**config.mk**
```make
export PLATFORM = sky130hd
export DESIGN_NAME = byte_ring_fifo_line_reader
export DESIGN_NICKNAME = d
export VERILOG_FILES = /design/src/hw/rtl/brf_pkg.sv /design/src/hw/rtl/brf_cell.sv /design/src/hw/rtl/byte_ring_fifo_line_reader.sv
export VERILOG_INCLUDE_DIRS = /design/src /design/src/hw/rtl
export SDC_FILE = /design/constraint.sdc
export NUM_CORES = 1
export LEC_CHECK = 0
export ABC_CLOCK_PERIOD_IN_PS = 6700
export BUFFER_PORTS_ARGS = -buffer_cell sky130_fd_sc_hd__buf_2
export CORE_MARGIN = 2
export CORE_UTILIZATION = 57
export CTS_CLUSTER_SIZE = 20
export DETAILED_ROUTE_END_ITERATION = 16
export PLACE_DENSITY = 0.77
export SYNTH_ARGS = -nofsm -noshare
export SYNTH_HDL_FRONTEND = slang
export SYNTH_HIERARCHICAL = 1
export SYNTH_SLANG_ARGS = --single-unit
```
**constraint.sdc**
```tcl
create_clock -name clk -period 6.7 [get_ports clk]
set_clock_uncertainty 0.15 [all_clocks]
set_input_delay 0.335 -clock clk [delete_from_list [all_inputs] [get_ports clk]]
set_output_delay 0.335 -clock clk [all_outputs]
set_load 0.03 [all_outputs]
```
**src/hw/rtl/byte_ring_fifo_line_reader_defines.svh**
```systemverilog
// ----------------------------------------------------------------------------
// byte ring fifo line reader: assertion macros
// shared check wrappers for the line reader blocks
// ----------------------------------------------------------------------------
`ifndef BYTE_RING_FIFO_LINE_READER_DEFINES_SVH
`define BYTE_RING_FIFO_LINE_READER_DEFINES_SVH

// property that must hold at every edge out of reset
`define BRF_ASSERT(label, clk, rst_n, prop, msg) \
	label: assert property (@(posedge clk) disable iff (!rst_n) (prop)) else $error(msg);

// same-cycle implication
`define BRF_ASSERT_IMP(label, clk, rst_n, ante, cons, msg) \
	label: assert property (@(posedge clk) disable iff (!rst_n) (ante) |-> (cons)) \
		else $error(msg);

// next-cycle implication
`define BRF_ASSERT_NXT(label, clk, rst_n, ante, cons, msg) \
	label: assert property (@(posedge clk) disable iff (!rst_n) (ante) |=> (cons)) \
		else $error(msg);

`endif

```
**src/hw/rtl/brf_pkg.sv**
```systemverilog
// ----------------------------------------------------------------------------
// brf_pkg
// types and constants shared by the line reader cells and top level
// ----------------------------------------------------------------------------
package brf_pkg;

	localparam int DATA_W = 8;
	localparam int REQ_W = 8;
	localparam int DEPTH_DEFAULT = 64;

	localparam logic [DATA_W-1:0] TERM_RESET = 8'd10;

	// action codes
	localparam logic [1:0] ACT_PUSH  = 2'd0;
	localparam logic [1:0] ACT_READ  = 2'd1;
	localparam logic [1:0] ACT_LINE  = 2'd2;
	localparam logic [1:0] ACT_FLUSH = 2'd3;

	// register index
	localparam logic REG_TERM = 1'b0;

	// broadcast control to every cell of the chain
	typedef struct packed {
		logic push;
		logic pop;
		logic flush;
		logic scan_start;
		logic scan_step;
	} cell_ctrl_t;

endpackage

```
**src/hw/rtl/brf_cell.sv**
```systemverilog
// ----------------------------------------------------------------------------
// brf_cell
// one byte slot of the fifo chain with its scan token
// ----------------------------------------------------------------------------
module brf_cell (
	input  logic                         clk,
	input  logic                         arst_n,
	input  brf_pkg::cell_ctrl_t          ctrl,
	input  logic [brf_pkg::DATA_W-1:0]   byte_in,
	input  logic [brf_pkg::DATA_W-1:0]   term,
	input  logic                         head,
	input  logic                         prev_valid,
	input  logic                         prev_token,
	input  logic                         next_valid,
	input  logic [brf_pkg::DATA_W-1:0]   next_data,
	output logic                         valid,
	output logic                         token,
	output logic                         hit,
	output logic [brf_pkg::DATA_W-1:0]   data
);

	logic                       valid_q;
	logic                       token_q;
	logic [brf_pkg::DATA_W-1:0] data_q;
	logic                       fill;

	// first empty slot takes the pushed byte
	assign fill = ctrl.push & ~valid_q & prev_valid;

	always_ff @(posedge clk or negedge arst_n) begin
		if (!arst_n) begin
			valid_q <= 1'b0;
			token_q <= 1'b0;
		end else begin
			if (ctrl.flush) begin
				valid_q <= 1'b0;
			end else if (ctrl.pop) begin
				valid_q <= next_valid;
			end else if (fill) begin
				valid_q <= 1'b1;
			end
			if (ctrl.scan_start) begin
				token_q <= head;
			end else if (ctrl.scan_step) begin
				token_q <= prev_token;
			end
		end
	end

	always_ff @(posedge clk) begin
		if (ctrl.pop) begin
			data_q <= next_data;
		end else if (fill) begin
			data_q <= byte_in;
		end
	end

	assign valid = valid_q;
	assign token = token_q;
	assign data  = data_q;
	assign hit   = token_q & valid_q & (data_q == term);

endmodule

```
**src/hw/rtl/byte_ring_fifo_line_reader.sv**
```systemverilog
// ----------------------------------------------------------------------------
// byte_ring_fifo_line_reader
// byte fifo with push, read, read-line and flush actions, built as a
// shifting chain of byte cells
// ----------------------------------------------------------------------------
//
// channel   dir  handshake           payload
// s_*       in   s_tvalid/s_tready   tuser: action; tdata: data_in, request_count
// m_*       out  m_tvalid/m_tready   tuser: ok; tdata: data_out; tlast: last
// apb       in   psel/penable/pready register 0 terminator_byte at address 0
//
// one item is handled at a time; push, flush and failed reads give a single result
// a read of n bytes pops them from the head cell, one byte per cycle while m_tready allows
// read-line first scans as a token walks the cell chain up to the terminator,
// or over min(stored, request_count) bytes when no terminator turns up
// a stalled m_tready holds the output register and the engine before its next result
// arst_n clears the cells' valid bits and the counters, no clearing pass
//
module byte_ring_fifo_line_reader #(
	parameter int DEPTH = brf_pkg::DEPTH_DEFAULT
) (
	input  logic        clk,
	input  logic        arst_n,
	// input item stream
	input  logic        s_tvalid,
	output logic        s_tready,
	input  logic [15:0] s_tdata,   // [7:0] data_in, [15:8] request_count
	input  logic [1:0]  s_tuser,   // [1:0] action
	// result stream
	output logic        m_tvalid,
	input  logic        m_tready,
	output logic [7:0]  m_tdata,   // [7:0] data_out
	output logic [0:0]  m_tuser,   // [0] ok
	output logic        m_tlast,
	// configuration port
	input  logic        psel,
	input  logic        penable,
	input  logic        pwrite,
	input  logic [2:0]  paddr,
	input  logic [31:0] pwdata,
	output logic [31:0] prdata,
	output logic        pready
);

	`include "byte_ring_fifo_line_reader_defines.svh"

	localparam int CNT_W = $clog2(DEPTH + 1);
	localparam int CMP_W = brf_pkg::REQ_W + 1;
	localparam logic [CNT_W-1:0] DEPTH_C = CNT_W'(DEPTH);
	localparam logic [CNT_W-1:0] ONE_C = CNT_W'(1);

	// engine states
	localparam logic [1:0] ST_IDLE = 2'd0;
	localparam logic [1:0] ST_SCAN = 2'd1;
	localparam logic [1:0] ST_POP  = 2'd2;
	localparam logic [1:0] ST_RESP = 2'd3;

	// configuration
	logic [brf_pkg::DATA_W-1:0] term_q;
	logic                       cfg_wr;

	// engine registers
	logic [1:0]                state_q, state_d;
	logic [CNT_W-1:0]          cnt_q, cnt_d;     // bytes held
	logic [CNT_W-1:0]          rem_q, rem_d;     // bytes still to emit
	logic [CNT_W-1:0]          idx_q, idx_d;     // scan offset
	logic [CNT_W-1:0]          span_q, span_d;   // scan length
	logic [brf_pkg::REQ_W-1:0] req_q, req_d;
	logic                      resp_ok_q, resp_ok_d;

	// output register
	logic                       out_valid_q;
	logic                       out_ok_q, out_last_q;
	logic [brf_pkg::DATA_W-1:0] out_data_q;
	logic                       out_load, out_ok_d, out_last_d;
	logic [brf_pkg::DATA_W-1:0] out_data_d;
	logic                       can_load;

	// chain wiring
	brf_pkg::cell_ctrl_t        ctrl;
	logic [DEPTH:0]             vq;          // cell valid bits, top one tied low
	logic [DEPTH-1:0]           pv;          // valid of the cell ahead
	logic [DEPTH-1:0]           tq;          // scan tokens
	logic [DEPTH-1:0]           ptok;
	logic [DEPTH-1:0]           head_v;
	logic [DEPTH-1:0]           hit_w;
	logic [brf_pkg::DATA_W-1:0] dq [DEPTH+1];
	logic                       hit_any;

	// input decode
	logic                       in_fire;
	logic [1:0]                 action;
	logic [brf_pkg::REQ_W-1:0]  req_in;
	logic [CNT_W-1:0]           avail;       // min(cnt, request_count)
	logic [CNT_W-1:0]           idx_inc;

	// ------------------------------------------------------------------
	// configuration port
	// ------------------------------------------------------------------
	assign pready = 1'b1;
	assign cfg_wr = psel & penable & pwrite & pready & (paddr[2] == brf_pkg::REG_TERM);

	always_ff @(posedge clk or negedge arst_n) begin
		if (!arst_n) begin
			term_q <= brf_pkg::TERM_RESET;
		end else if (cfg_wr) begin
			term_q <= pwdata[brf_pkg::DATA_W-1:0];
		end
	end

	assign prdata = (paddr[2] == brf_pkg::REG_TERM) ? {24'd0, term_q} : 32'd0;

	// ------------------------------------------------------------------
	// cell chain: cell 0 is the oldest byte, pops shift toward it
	// ------------------------------------------------------------------
	assign vq[DEPTH]  = 1'b0;
	assign dq[DEPTH]  = '0;
	assign pv         = {vq[DEPTH-2:0], 1'b1};
	assign ptok       = {tq[DEPTH-2:0], 1'b0};
	assign head_v     = DEPTH'(1);
	assign hit_any    = |hit_w;

	for (genvar i = 0; i < DEPTH; i++) begin : g_cell
		brf_cell u_cell (
			.clk        (clk),
			.arst_n     (arst_n),
			.ctrl       (ctrl),
			.byte_in    (s_tdata[7:0]),
			.term       (term_q),
			.head       (head_v[i]),
			.prev_valid (pv[i]),
			.prev_token (ptok[i]),
			.next_valid (vq[i+1]),
			.next_data  (dq[i+1]),
			.valid      (vq[i]),
			.token      (tq[i]),
			.hit        (hit_w[i]),
			.data       (dq[i])
		);
	end

	// ------------------------------------------------------------------
	// engine
	// ------------------------------------------------------------------
	assign s_tready = (state_q == ST_IDLE);
	assign in_fire  = s_tvalid & s_tready;
	assign action   = s_tuser;
	assign req_in   = s_tdata[15:8];
	assign avail    = (CMP_W'(cnt_q) < CMP_W'(req_in)) ? cnt_q : CNT_W'(req_in);
	assign idx_inc  = idx_q + ONE_C;
	assign can_load = ~out_valid_q | m_tready;

	always_comb begin
		ctrl       = '0;
		state_d    = state_q;
		cnt_d      = cnt_q;
		rem_d      = rem_q;
		idx_d      = idx_q;
		span_d     = span_q;
		req_d      = req_q;
		resp_ok_d  = resp_ok_q;
		out_load   = 1'b0;
		out_ok_d   = 1'b0;
		out_data_d = '0;
		out_last_d = 1'b1;
		unique case (state_q)
			ST_IDLE: begin
				if (in_fire) begin
					unique case (action)
						brf_pkg::ACT_PUSH: begin
							// a full fifo drops the byte
							if (cnt_q < DEPTH_C) begin
								ctrl.push = 1'b1;
								cnt_d     = cnt_q + ONE_C;
								resp_ok_d = 1'b1;
							end else begin
								resp_ok_d = 1'b0;
							end
							state_d = ST_RESP;
						end
						brf_pkg::ACT_READ: begin
							if (avail == '0) begin
								resp_ok_d = 1'b0;
								state_d   = ST_RESP;
							end else begin
								rem_d   = avail;
								state_d = ST_POP;
							end
						end
						brf_pkg::ACT_LINE: begin
							if (avail == '0) begin
								resp_ok_d = 1'b0;
								state_d   = ST_RESP;
							end else begin
								ctrl.scan_start = 1'b1;
								idx_d           = '0;
								span_d          = avail;
								req_d           = req_in;
								state_d         = ST_SCAN;
							end
						end
						brf_pkg::ACT_FLUSH: begin
							ctrl.flush = 1'b1;
							cnt_d      = '0;
							resp_ok_d  = 1'b1;
							state_d    = ST_RESP;
						end
						default: begin
							state_d = ST_IDLE;
						end
					endcase
				end
			end
			ST_SCAN: begin
				if (hit_any) begin
					// the line must leave at least one byte of the request unused
					if (CMP_W'(idx_inc) < CMP_W'(req_q)) begin
						rem_d   = idx_inc;
						state_d = ST_POP;
					end else begin
						resp_ok_d = 1'b0;
						state_d   = ST_RESP;
					end
				end else if (idx_inc == span_q) begin
					resp_ok_d = 1'b0;
					state_d   = ST_RESP;
				end else begin
					ctrl.scan_step = 1'b1;
					idx_d          = idx_inc;
				end
			end
			ST_POP: begin
				if (can_load) begin
					ctrl.pop   = 1'b1;
					out_load   = 1'b1;
					out_ok_d   = 1'b1;
					out_data_d = dq[0];
					out_last_d = (rem_q == ONE_C);
					cnt_d      = cnt_q - ONE_C;
					rem_d      = rem_q - ONE_C;
					if (rem_q == ONE_C) begin
						state_d = ST_IDLE;
					end
				end
			end
			ST_RESP: begin
				if (can_load) begin
					out_load   = 1'b1;
					out_ok_d   = resp_ok_q;
					out_last_d = 1'b1;
					state_d    = ST_IDLE;
				end
			end
			default: begin
				state_d = ST_IDLE;
			end
		endcase
	end

	always_ff @(posedge clk or negedge arst_n) begin
		if (!arst_n) begin
			state_q     <= ST_IDLE;
			cnt_q       <= '0;
			rem_q       <= '0;
			idx_q       <= '0;
			span_q      <= '0;
			req_q       <= '0;
			resp_ok_q   <= 1'b0;
			out_valid_q <= 1'b0;
		end else begin
			state_q   <= state_d;
			cnt_q     <= cnt_d;
			rem_q     <= rem_d;
			idx_q     <= idx_d;
			span_q    <= span_d;
			req_q     <= req_d;
			resp_ok_q <= resp_ok_d;
			if (out_load) begin
				out_valid_q <= 1'b1;
			end else if (m_tready) begin
				out_valid_q <= 1'b0;
			end
		end
	end

	// result payload
	always_ff @(posedge clk) begin
		if (out_load) begin
			out_ok_q   <= out_ok_d;
			out_data_q <= out_data_d;
			out_last_q <= out_last_d;
		end
	end

	assign m_tvalid   = out_valid_q;
	assign m_tuser[0] = out_ok_q;
	assign m_tdata    = out_data_q;
	assign m_tlast    = out_last_q;

	// ------------------------------------------------------------------
	// checks
	// ------------------------------------------------------------------
	`BRF_ASSERT(a_cnt_range, clk, arst_n, cnt_q <= DEPTH_C, "byte count above depth")
	`BRF_ASSERT(a_cnt_matches_cells, clk, arst_n, $countones(vq) == int'(cnt_q), "count and cell valid bits disagree")
	`BRF_ASSERT_IMP(a_scan_token, clk, arst_n, state_q == ST_SCAN, $onehot0(tq), "more than one scan token")
	`BRF_ASSERT_IMP(a_pop_nonzero, clk, arst_n, state_q == ST_POP, rem_q != '0 && rem_q <= cnt_q, "pop run exceeds stored bytes")
	`BRF_ASSERT_NXT(a_full_push, clk, arst_n, in_fire && action == brf_pkg::ACT_PUSH && cnt_q == DEPTH_C, cnt_q == DEPTH_C && state_q == ST_RESP && !resp_ok_q, "push into full fifo changed state")

endmodule
```
==> reports/results.tsv, run 1 <==
metric	value	unit
final.min_clock_period	5.23	ns
dieArea	70000	um^2
synth.top_cell.area_share	0.405	
gp_congestion	0.877	
first_global_vias	25300	
wl	88900	um
peakVddDrop	0.000410	V
placed_cells	3889	
grt_overflow_total	0	
wl_per_cell	22.0	um
synth_edf_count	522	
path_clk_slew	0.06	ns
hpwl	51600	um
rows	95	
cts_inserted_buffers	74	
post-route-util	0.634	
critical_path_class	reg -> reg	
fillers	4845	
cts_max_level	3	
cp-end-kind	flop	
p_per_area	463	nW/um^2
async_reset_ff_frac	0.252	
fin_nets	3196	
synthFlopType	edfxtp_1	
worstPathRequired	7.02	ns
crit_arrival	5.55	ns
hold_viol	0	
worstPathMaxFanout	48	
ys_ff_latch	698	
grt_first_pass_wirelength	140000	um
ioPinCount	105	
ctsResizeCount	0	
drive_above_1_share	0.258	
setup_tns	0	ns
synthToLayoutAreaGrowth	10.1	%
root_buffer	clkbuf_16	
cts_tree	done	
syn_area	38700	um^2
die_w	265	um
postSynthCellCount	2934	
synth.largest_area_cell	edfxtp_1	
grt_use_met2	0.434	
gr-usage-met3	0.0360	
rr_worst_depth	12	
ys_seq_area_frac	0.519	
antenna_found_initial	0	
drtIter0Drc	2301	
fmax	0.191	GHz
tightest_slew	1.21	ns
die_y	265	um
use_met1	0.334	
cts.sinks	698	
final_common_cell	mux2_2	
fin_crit_sh	0.781	
synth.top_cells.by_area	edfxtp_1 41%, mux2_2 15%, xnor2_1 12%, dfrtp_1 11%, o21bai_4 3.1%	
start_util	0.576	
vias	24300	
dr.pass1.iters	5	
synth.distinct_cells	70	
relSlewSlack	0.195	
io_buffers	53	
worst_setup_path_start_kind	flop	
hold_path.class	in -> reg	
via_per_inst	6.00	
grt_usage	0.253	
grt_max_degree	222	
core-area	67200	um^2
cts_setup_buffers	0	
top_usage_layer	met2	
status	completed	
rsz0062_at_grt	no	
final_cell_mix	529 x mux2_2, 522 x edfxtp_1, 519 x xnor2_1	
drcViolationCount	0	
finalNonFillerCells	4047	
postSynthAreaPerCell	13.2	um^2
leakagePower	0.0144	uW
final_antenna_net_count	0	
cap_violations	0	
clock_latency	0.63	ns
maxSlewViolCount	0	
setup_viol	0	
timing.hold.worst_path_depth	4	
yosysWarnings	6	
hold_buffers	19	
cts_buffer_depth	3	
[metrics by stage]
stage / hold slack, ns / power, uW / setup WS [ns] / instance area [um^2]
4_1_cts: 0.140 / 19800 / 1.52 / 42600
3_5_place_dp: 0.351 / 15500 / 1.55 / 39900
5_1_grt: 0.191 / 20700 / 1.37 / 42600
6_report: 0.179 / 19700 / 1.47 / 42600
2_1_floorplan: -0.111 / 14100 / 0.205 / 39100
3_3_place_gp: 0.339 / 15100 / 1.76 / 39900
[path summary, 6_finish.rpt]
path,from,end,slack (ns)
worst min-delay path,s_tuser[1],span_q[4],0.18
max in group asynchronous,arst_n,req_q[1],4.59
worst max register to register,term_q[1],g_cell[42].u_cell/token,1.47
min in group asynchronous,arst_n,m_tvalid,0.22
worst max-delay path,term_q[1],g_cell[42].u_cell/token,1.47
worst min register to register,req_q[0],req_q[0],0.37
[routing by layer]
layer  part of all wire  up-vias  routed length [um]
met5                  0        -                   0
met3              0.051      203                4510
met1               0.43    12300               38200
met4              0.027        0                2400
li1                   -    11000                   -
met2               0.49      720               43800
[worst max-delay path: stages (launching register included)]
cell and delay, ns:
dfstp_4 1.27, xnor2_1 0.16, nand3_1 0.14, nor3_1 0.11
nor4_1 0.74, nand4_1 0.44, nor4_1 0.35, buf_4 0.21
o31a_1 0.37, and2_4 0.41, buf_12 0.31, mux2i_1 0.25
o21ai_0 0.11
[registers in the layout (all words and copies together) (netlist names), 8 cells and up]
| register | cells |
|---|---|
| g_cell.u_cell/valid | 64 |
| m_tdata | 8 |
| g_cell.u_cell/token | 64 |
| g_cell.u_cell/data | 512 |
| term_q | 8 |
| req_q | 8 |
[cell usage after synthesis (all sizes together) (12+ instances only)]
master and n:
edfxtp 522, xnor2 519, o21bai 64, nor2b 13
nor4 19, nand4 70, buf 95, inv 97
nor2 28, nor3 73, mux2i 66, mux2 531
ha 25, a21oi 99, and2 12, dfrtp 174
o21a 65, nand3 136, nand2 150, o21ai 84
[kinds of logic after synthesis]
group / after synthesis / synth area share
simple gates: 521 / 0.0678
mux: 597 / 0.172
flops: 698 / 0.519
fa+ha+maj: 25 / 0.00808
buf+inv: 203 / 0.0349
other cells: 2 / 0.000194
xor+xnor: 529 / 0.120
compound gates: 359 / 0.0779
[cell type report]
| class | instances | area [um^2] | share of cell area |
|---|---|---|---|
| flip-flops and latches | 698 | 20100 | 0.472 |
| multi-input cells | 2131 | 17700 | 0.414 |
| clock buffers | 101 | 2100 | 0.0492 |
| well taps | 873 | 1090 | 0.0256 |
| repair buffers | 109 | 892 | 0.0209 |
| clock inverters | 37 | 395 | 0.00928 |
| inverters | 97 | 364 | 0.00855 |
| diodes | 1 | 2.50 | 0.0000587 |
[power by group]
group	internal (uW)	total, uW	switching (uW)
Combinational	3580	7070	3490
Clock	2480	4210	1730
Sequential	6830	8460	1620
Total	12900	19700	6840
No activity file was read; power rests on OpenSTA's default activity.
==> inputs of run 2 (changes only) <==
--- a/config.mk
+++ b/config.mk
@@ -6,10 +6,11 @@
 export SDC_FILE = /design/constraint.sdc
 export NUM_CORES = 1
 export LEC_CHECK = 0
-export ABC_CLOCK_PERIOD_IN_PS = 6700
+export ABC_AREA = 1
+export ABC_CLOCK_PERIOD_IN_PS = 5070
 export BUFFER_PORTS_ARGS = -buffer_cell sky130_fd_sc_hd__buf_2
 export CORE_MARGIN = 2
-export CORE_UTILIZATION = 57
+export CORE_UTILIZATION = 60
 export CTS_CLUSTER_SIZE = 20
 export DETAILED_ROUTE_END_ITERATION = 16
 export PLACE_DENSITY = 0.77
==> constraint.sdc (replaced) <==
create_clock -name clk -period 5.07 [get_ports clk]
set_clock_uncertainty 0.15 [all_clocks]
set_input_delay 0.2535 -clock clk [delete_from_list [all_inputs] [get_ports clk]]
set_output_delay 0.2535 -clock clk [all_outputs]
set_load 0.03 [all_outputs]
==> run 2 against run 1 <==
- global-route usage grew 3.2 points
- non-clock buffer count grew 16
- largest cell class unchanged
- first-iteration DRC count grew 42%
- synthesized cell count grew 98%
==> reports/results.tsv, run 2 <==
metric	value	unit
status	completed	
cts.sinks	698	
maxSlewViolCount	0	
clock_latency	0.62	ns
final.min_clock_period	4.48	ns
synth.top_cells.by_area	edfxtp_1 36%, nand2_1 21%, dfrtp_1 10%, nor2_1 6.4%, inv_1 6.2%	
drcViolationCount	0	
tightest_slew	1.17	ns
drive_above_1_share	0.111	
ioPinCount	105	
hold_end	state_q[0]	
hold_path.class	in -> reg	
via_per_inst	5.14	
synthToLayoutAreaGrowth	9.74	%
reg2reg_to	g_cell[8].u_cell/token	
fillers	5857	
cp-end-kind	flop	
synth.largest_area_cell	edfxtp_1	
synth.distinct_cells	49	
yosysMostFrequentCell	nand2_1	
cts_buffer_depth	3	
setup_tns	0	ns
grt_max_degree	109	
fin_crit_sh	0.884	
synth_edf_count	522	
first_global_vias	34200	
dieArea	74700	um^2
ys_seq_area_frac	0.461	
cts_setup_buffers	0	
path_clk_slew	0.06	ns
dr.pass1.iters	6	
grt_first_pass_wirelength	172000	um
yosysWarnings	6	
die_w	273	um
ys_ff_latch	698	
final_antenna_net_count	0	
root_buffer	clkbuf_16	
antenna_cells	0	
hold_viol	0	
relSlewSlack	0.223	
fin_nets	6085	
hold_start	s_tvalid	
cts_max_level	3	
rows	98	
final_common_cell	nand2_1	
start_util	0.608	
crit_arrival	4.85	ns
postSynthCellCount	5799	
largest_register_ffs	512	
vias	36100	
async_reset_ff_frac	0.252	
die_y	273	um
cap_violations	0	
p_per_area	622	nW/um^2
synthTopCellsByCount	2489 x nand2_1, 745 x nor2_1, 720 x inv_1, 522 x edfxtp_1, 220 x nand3_1	
leakagePower	0.0243	uW
antenna_found_initial	0	
rsz0062_at_grt	no	
fmax	0.223	GHz
ff2ff_setup_slack	0.59	ns
reg2reg_from	term_q[3]	
worst_setup_path_start_kind	flop	
worstPathRequired	5.44	ns
drtIter0Drc	3277	
hold_slack	0.0617	ns
gp_congestion	0.866	
postSynthAreaPerCell	7.51	um^2
cts_tree	done	
grt_usage	0.285	
grt_overflow_total	0	
cts_inserted_buffers	78	
synth.top_cell.area_share	0.360	
peakVddDrop	0.000414	V
worstPathMaxFanout	59	
synthFlopType	edfxtp_1	
syn_area	43500	um^2
hpwl	66600	um
wl	105000	um
setup_viol	0	
io_buffers	53	
final_cell_mix	2489 x nand2_1, 742 x nor2_1, 719 x inv_1	
critical_path_class	reg -> reg	
wl_per_cell	15.0	um
timing.hold.worst_path_depth	6	
rr_worst_depth	16	
core-area	71600	um^2
==> run 2: per-stage QoR <==
| step | instances | power, uW | utilization | worst slack (ns) | instance area [um^2] |
|---|---|---|---|---|---|
| final | 7016 | 29700 | 0.667 | 0.590 | 47800 |
| after global routing | 7016 | 32000 | 0.667 | 0.480 | 47800 |
| after CTS | 7016 | 29800 | 0.667 | 0.647 | 47800 |
| after detailed placement | 6849 | 24000 | 0.629 | 0.666 | 45000 |
| after global placement | 6849 | 23500 | 0.629 | 0.853 | 45000 |
| after floorplan | 5897 | 21500 | - | 0.0926 | 43900 |
==> run 2: cell type report <==
| type | instances | area [um^2] | share of cell area |
|---|---|---|---|
| Multi-Input combinational cell | 4241 | 19300 | 0.404 |
| Inverter | 856 | 3540 | 0.0741 |
| Clock inverter | 28 | 233 | 0.00487 |
| Timing Repair Buffer | 125 | 1100 | 0.0231 |
| Sequential cell | 698 | 20100 | 0.421 |
| Clock buffer | 118 | 2290 | 0.0479 |
| Tap cell | 950 | 1190 | 0.0249 |
==> run 2: worst max-delay path by stage <==
stage / from / endpoint / slack [ns] / depth (start not counted)
5_1_grt: term_q[3] / g_cell[7].u_cell/token / 0.48 / 16
4_1_cts: term_q[3] / g_cell[8].u_cell/token / 0.65 / 16
2_1_floorplan: term_q[3] / g_cell[0].u_cell/token / 0.09 / 15
3_3_place_gp: term_q[3] / g_cell[10].u_cell/token / 0.85 / 16
3_5_place_dp: term_q[3] / g_cell[8].u_cell/token / 0.67 / 16
6_report: term_q[3] / g_cell[8].u_cell/token / 0.59 / 16
==> run 2: report_power, final <==
part	internal, uW	switching (uW)
registers	9730	2270
logic	4130	7980
clock network	3280	2340
==> run 2: timing repair <==
item,CTS,global route
hold buffers,21,0
gates resized for setup,0,0
hold endpoints to repair,136,0
==> run 2: worst max-delay path, cell delays in order (launching register included) <==
cell and delay, ns:
dfstp_4 1.04, buf_12 0.35, nand2_1 0.12, nand2_2 0.07
nor2_2 0.04, nand3_1 0.07, nor2_1 0.05, nor2_1 0.15
nand2_1 0.10, nor2_1 0.19, nand4_1 0.35, nor2_1 0.33
nand3_1 0.29, inv_4 0.33, buf_4 0.34, nor2_1 0.07
o31ai_1 0.25
==> run 2: per-layer routing <==
layer	vias up	global-route usage	wire length (um)
met5	-	0	0
met2	1174	0.487	50800
met4	0	0.0920	3110
met3	233	0.0369	6940
met1	16600	0.378	44600
li1	18000	-	-
==> run 2: kinds of logic after synthesis <==
group / count (synthesis) / share of synthesized area
simple gates: 3771 / 0.364
buf+inv: 958 / 0.104
flops: 698 / 0.461
xor+xnor: 200 / 0.0402
compound gates: 145 / 0.0229
fa+ha+maj: 25 / 0.00719
other cells: 2 / 0.000173
